$ cat config.mk
export PLATFORM = sky130hd
export DESIGN_NAME = divider_timer_with_reload_delay_core
export DESIGN_NICKNAME = d
export VERILOG_FILES = /design/src/hdl/dtrd_pkg.sv /design/src/hdl/dtrd_step.sv /design/src/hdl/dtrd_out_reg.sv /design/src/hdl/divider_timer_with_reload_delay_core.sv
export SDC_FILE = /design/constraint.sdc
export NUM_CORES = 1
export LEC_CHECK = 0
export ABC_AREA = 1
export BUFFER_PORTS_ARGS = -buffer_cell sky130_fd_sc_hd__buf_2
export CORE_MARGIN = 10
export CORE_UTILIZATION = 45
export DETAILED_ROUTE_END_ITERATION = 8
export SLEW_MARGIN = 30
export SYNTH_ARGS = -nofsm -noshare
export SYNTH_HDL_FRONTEND = slang
export SYNTH_HIERARCHICAL = 1
export SYNTH_SLANG_ARGS = --single-unit
$ cat constraint.sdc
create_clock -name clk -period 10.8 [get_ports clk]
set_clock_uncertainty 0.1 [all_clocks]
set_input_delay 0.54 -clock clk [delete_from_list [all_inputs] [get_ports clk]]
set_output_delay 0.54 -clock clk [all_outputs]
set_load 0.01 [all_outputs]
$ cat src/hdl/dtrd_pkg.sv
// types, constants and mode decode for the divider timer with reload delay
package dtrd_pkg;

  localparam int SUBTICKS_PER_TICK = 4;
  localparam int RELOAD_DELAY      = 4;

  localparam logic [15:0] DIV_RESET     = 16'h00AB;
  localparam logic [7:0]  CTRL_READ_SET = 8'hF8;

  localparam logic [1:0] REQ_TICK  = 2'd0;
  localparam logic [1:0] REQ_READ  = 2'd1;
  localparam logic [1:0] REQ_WRITE = 2'd2;

  localparam logic [1:0] REG_DIV  = 2'd0;
  localparam logic [1:0] REG_CNT  = 2'd1;
  localparam logic [1:0] REG_MOD  = 2'd2;
  localparam logic [1:0] REG_CTRL = 2'd3;

  typedef struct packed {
    logic [1:0] req_type;
    logic [1:0] reg_sel;
    logic [7:0] write_data;
  } dtrd_in_t;

  typedef struct packed {
    logic [7:0] read_data;
    logic       timer_irq;
  } dtrd_out_t;

  typedef struct packed {
    logic [15:0] divider;
    logic [7:0]  counter;
    logic [7:0]  modulo;
    logic [2:0]  control;
    logic [2:0]  reload_delay;
    logic        last_gate;
  } dtrd_state_t;

  // divider bit watched for each mode
  function automatic logic [3:0] mode_bit(input logic [1:0] mode);
    logic [3:0] idx;
    case (mode)
      2'd0:    idx = 4'd9;
      2'd1:    idx = 4'd3;
      2'd2:    idx = 4'd5;
      default: idx = 4'd7;
    endcase
    return idx;
  endfunction

endpackage

$ cat src/hdl/dtrd_step.sv
// next state and result for one transaction, ticks run all sub-cycles in a short chain
module dtrd_step
  import dtrd_pkg::*;
(
  input  dtrd_state_t state,
  input  dtrd_in_t    req,
  output dtrd_state_t state_next,
  output dtrd_out_t   result
);

  always_comb begin
    dtrd_state_t st;
    logic        gate;
    logic        irq;
    logic [7:0]  rd;
    st   = state;
    irq  = 1'b0;
    rd   = 8'h00;
    gate = 1'b0;
    unique case (req.req_type)
      REQ_TICK: begin
        for (int i = 0; i < SUBTICKS_PER_TICK; i++) begin
          st.divider = st.divider + 16'd1;
          if (st.reload_delay != 3'd0) begin
            st.reload_delay = st.reload_delay - 3'd1;
            if (st.reload_delay == 3'd0) begin
              st.counter = st.modulo;
              irq        = 1'b1;
            end
          end
          gate = st.divider[mode_bit(st.control[1:0])] & st.control[2];
          // falling edge of the gated divider bit
          if (st.last_gate && !gate) begin
            st.counter = st.counter + 8'd1;
            if (st.counter == 8'h00) begin
              st.reload_delay = 3'(RELOAD_DELAY);
            end
          end
          st.last_gate = gate;
        end
      end
      REQ_READ: begin
        unique case (req.reg_sel)
          REG_DIV:  rd = st.divider[15:8];
          REG_CNT:  rd = st.counter;
          REG_MOD:  rd = st.modulo;
          REG_CTRL: rd = {5'b0, st.control} | CTRL_READ_SET;
          default:  rd = 8'h00;
        endcase
      end
      REQ_WRITE: begin
        unique case (req.reg_sel)
          REG_DIV: st.divider = 16'h0000;
          REG_CNT: begin
            st.counter      = req.write_data;
            st.reload_delay = 3'd0;
          end
          REG_MOD:  st.modulo  = req.write_data;
          REG_CTRL: st.control = req.write_data[2:0];
          default:  st.modulo  = st.modulo;
        endcase
      end
      default: st = state;
    endcase
    state_next       = st;
    result.read_data = rd;
    result.timer_irq = irq;
  end

endmodule

$ cat src/hdl/dtrd_out_reg.sv
// result register between the step logic and the output channel
module dtrd_out_reg
  import dtrd_pkg::*;
(
  input  logic      clk,
  input  logic      rst,
  input  logic      load,
  input  dtrd_out_t load_data,
  output logic      full,
  input  logic      out_stall,
  output logic      out_valid,
  output dtrd_out_t out_data
);

  assign full = out_valid & out_stall;

  always_ff @(posedge clk) begin
    if (rst) begin
      out_valid <= 1'b0;
    end else if (load) begin
      out_valid <= 1'b1;
    end else if (!out_stall) begin
      out_valid <= 1'b0;
    end
  end

  always_ff @(posedge clk) begin
    if (load) begin
      out_data <= load_data;
    end
  end

endmodule

$ cat src/hdl/divider_timer_with_reload_delay_core.sv
// top level of the divider timer with delayed counter reload
//
//   channel  direction  payload     handshake
//   in       to block   dtrd_in_t   in_valid / in_stall
//   out      from block dtrd_out_t  out_valid / out_stall
//
// one transaction per cycle while in_stall is low; its result is on out in the cycle after acceptance
// a tick runs all sub-cycles through one chain of logic ahead of the result register
// rst clears the timer state (divider to 0x00AB) and empties the result register
// in_stall is high only while a result waits and out_stall is high
module divider_timer_with_reload_delay_core
  import dtrd_pkg::*;
(
  input  logic      clk,
  input  logic      rst,
  input  logic      in_valid,
  output logic      in_stall,
  input  dtrd_in_t  in_data,
  output logic      out_valid,
  input  logic      out_stall,
  output dtrd_out_t out_data
);

  dtrd_state_t state;
  dtrd_state_t state_next;
  dtrd_out_t   result;
  logic        accept;

  assign accept = in_valid & ~in_stall;

  dtrd_step u_step (
    .state      (state),
    .req        (in_data),
    .state_next (state_next),
    .result     (result)
  );

  always_ff @(posedge clk) begin
    if (rst) begin
      state.divider      <= DIV_RESET;
      state.counter      <= 8'h00;
      state.modulo       <= 8'h00;
      state.control      <= 3'd0;
      state.reload_delay <= 3'd0;
      state.last_gate    <= 1'b0;
    end else if (accept) begin
      state <= state_next;
    end
  end

  dtrd_out_reg u_out_reg (
    .clk       (clk),
    .rst       (rst),
    .load      (accept),
    .load_data (result),
    .full      (in_stall),
    .out_stall (out_stall),
    .out_valid (out_valid),
    .out_data  (out_data)
  );

`ifndef SYNTHESIS
  a_result_follows: assert property (@(posedge clk) disable iff (rst)
    accept |=> out_valid)
    else $error("accepted transaction left no result");

  a_irq_only_on_tick: assert property (@(posedge clk) disable iff (rst)
    (accept && in_data.req_type != REQ_TICK) |=> !out_data.timer_irq)
    else $error("timer_irq raised by a bus access");

  a_read_data_zero: assert property (@(posedge clk) disable iff (rst)
    (accept && in_data.req_type != REQ_READ) |=> out_data.read_data == 8'h00)
    else $error("read_data nonzero on a non-read transaction");

  a_delay_bound: assert property (@(posedge clk) disable iff (rst)
    state.reload_delay <= 3'(RELOAD_DELAY))
    else $error("reload delay out of range");
`endif

endmodule
==> flow_metrics.py <==
metrics = {
    "outcome": {
        "outcome": "finished clean",
    },
    "logic_synthesis": {
        "syn_inst": 1108,
        "synthTopCellsByCount": "nand2_1 (274), inv_1 (187), nor2_1 (146)",
        "async_reset_ff_share_pct": 0,
        "synthTopCellsByArea": "nand2_1 (16%), dfxtp_1 (13%), inv_1 (11%)",
        "synth_flop_cell": "dfxtp_1",
        "syn_area_um2": 6370,
        "synth_top_area_share_pct": 16.2,
        "yosysWarnings": 6,
        "synth_top_area_cell": "nand2_1",
        "ys_seq_elements": 49,
        "synthMostInstantiatedCell": "nand2_1",
        "synthDistinctLibCells": 54,
        "synth-edff-count": 9,
        "synth.avg_cell_area_um2": 5.75,
        "syn_nets": 1147,
        "yosysSeqAreaShare_pct": 16.8,
    },
    "clock_tree": {
        "cts_tree": "yes",
        "cts_made_buffers": 5,
        "root_buffer": "clkbuf_16",
        "htreeDepth": 2,
        "clk_latency_ns": 0.29,
        "cts.sinks": 49,
        "cts_buffer_depth": 2,
        "path_clk_slew_ns": 0.07,
    },
    "sta": {
        "worstMarginPinSlew_ns": 0.863,
        "fmax_mhz": 102,
        "finalSetupViolations": 0,
        "finalCritPeriodShare_pct": 90.7,
        "hold_violations": 0,
        "setup_ws_ns": 1.00,
        "final-max-slew-violation-count": 0,
        "post-route-min-period_ns": 9.80,
        "relSlewSlack_pct": 42.4,
        "finalSetupTns_ns": 0,
    },
    "routing": {
        "dr.pass1.iters": 5,
        "drtAntennaViolNets": 0,
        "drc_errors": 0,
        "vias": 6666,
        "routedWlPerCell_um": 14.3,
        "detail_route.iter0.violations": 606,
        "wirelength_um": 18600,
        "post_drt_via_cell_ratio": 5.12,
    },
    "global_route": {
        "track_usage_pct": 18.6,
        "overflow": 0,
        "grt_pass1_vias": 5907,
        "grt_pass1_wl_um": 30300,
        "antenna_found_initial": 0,
        "grt_max_degree": 45,
    },
    "critical_path": {
        "start_kind": "flip-flop",
        "crit_top_cell": "nand2_1",
        "cp.required_ns": 10.94,
        "crit_family": "simple AND/OR/NAND/NOR gates",
        "worst-path-buf-inv": 13,
        "crit_type": "flip-flop to flip-flop",
        "cp_slowest_stage_delay_ns": 0.39,
        "endpoint_kind": "flip-flop",
        "arrival_ns": 9.94,
        "path_max_fanout": 16,
        "slowest_stage": "dfxtp_1",
    },
    "finish": {
        "fillers": 1519,
        "syn_to_final_growth_pct": 6.90,
        "drive_gt1_share_pct": 14.3,
        "final_util_pct": 49.0,
        "fin_nets": 1161,
        "diodes": 0,
    },
    "place": {
        "dp_hpwl_um": 14700,
        "gp_congestion": 0.921,
        "port_buffers": 26,
        "pre_cts_ws_ns": 0.458,
    },
    "floorplanning": {
        "chipHeight_um": 139,
        "coreArea_um2": 13900,
        "core.rowCount": 43,
        "start_util_pct": 45.9,
        "dieArea_um2": 19300,
        "ioPinCount": 27,
        "die_w_um": 139,
    },
    "pwr": {
        "power.leakage_nw": 3.34,
        "ir_worst_vdd_mv": 0.280,
        "power.density_nw_per_um2": 343,
    },
    "worst_hold_path": {
        "hold_path.class": "input port to flip-flop",
    },
    "job": {
        "cap_violations": 0,
    },
}
## worst paths after layout
| kind | start | end | slack (ns) | cells past startpoint |
|---|---|---|---|---|
| min reg2reg | u_out_reg/out_valid | u_out_reg/out_valid | 0.39 | 2 |
| min | rst | u_out_reg/out_valid | 0.31 | 2 |
| max reg2reg | state[1] | state[3] | 1.00 | 75 |
| max | state[1] | state[3] | 1.00 | 75 |
## routing by layer
metal  global-route usage (%)  share of wire (%)  vias to the layer above
met5                     1.83               0.11                        -
met4                     1.81               0.41                        2
met3                     3.60                6.7                       10
met2                     27.6                 42                      179
met1                     27.5                 51                     2944
li1                         -                  -                     3531
## cells by family (layout without fill, tap and decap cells)
| kind of cell | after synthesis | in the layout | synth area share (%) |
|---|---|---|---|
| xor+xnor | 27 | 27 | 3.71 |
| buf+inv | 232 | 247 | 15.2 |
| simple gates | 631 | 631 | 46.0 |
| fa+ha+maj | 23 | 23 | 4.52 |
| flops | 49 | 49 | 16.8 |
| compound gates | 146 | 146 | 13.8 |
## cells in the final DEF, fill, tap and decap left out, types with 4 or more instances in the layout
cell type / Yosys / routed
a21oi_1: 36 / 35
a21oi_2: 5 / 6
a221oi_1: 4 / 4
buf_2: 9 / 25
buf_4: 6 / 10
clkbuf_16: 0 / 5
dfxtp_1: 40 / 40
edfxtp_1: 9 / 9
ha_1: 23 / 22
inv_1: 187 / 185
inv_2: 14 / 15
nand2_1: 274 / 273
nand2_2: 26 / 26
nand2_4: 7 / 8
nand3_1: 110 / 110
nand3_2: 21 / 21
nand4_1: 10 / 10
nor2_1: 146 / 144
nor2_2: 15 / 16
nor2_4: 4 / 5
nor3_1: 6 / 6
o21ai_0: 48 / 47
o21ai_1: 13 / 14
o21ai_2: 6 / 5
o221ai_1: 5 / 5
o22ai_1: 12 / 12
xnor2_1: 6 / 5
xor2_1: 21 / 21
## power by group
part           switching, mW  internal [mW]  total (mW)
Combinational           1.32          0.613        1.93
Sequential            0.0280          0.209       0.237
Clock                 0.0738         0.0924       0.166
## stage by stage
step           cells  instance area, µm²  hold WS, ns  power, mW
6_report        1303                6810        0.309       2.33
5_1_grt         1303                6810        0.299       2.60
4_1_cts         1300                6730        0.306       2.26
3_5_place_dp    1292                6570        0.378       2.09
3_3_place_gp    1292                6570        0.375       2.10
2_1_floorplan   1108                6370        0.349       1.70
## cell type report
type	instances	area, µm²	share of cell area, %
Multi-Input combinational cell	827	4380	64.3
Sequential cell	49	1070	15.7
Inverter	203	767	11.3
Tap cell	180	225	3.31
Timing Repair Buffer	36	211	3.11
Clock buffer	6	139	2.04
Clock inverter	2	13.8	0.202
## state kept, by name, summed over array words and instances (netlist names)
| signal | cells |
|---|---|
| u_out_reg/out_data | 9 |
| state | 39 |
| u_out_reg/out_valid | 1 |
## worst register-to-register path: cells and delay by family (launching register included)
| family | cells | cell delay [ns] |
|---|---|---|
| compound gates | 6 | 1.04 |
| xor+xnor | 1 | 0.16 |
| fa+ha+maj | 11 | 2.40 |
| buf+inv | 13 | 1.12 |
| flops | 1 | 0.39 |
| simple gates | 44 | 4.56 |
## repair_timing
action | 4_1_cts | 5_1_grt
buffers inserted | 0 | 3
endpoints found under the setup margin | 0 | 10
resized for setup | 0 | 16
hold buffers | 0 | 0
No activity file was read; power rests on OpenSTA's default activity.
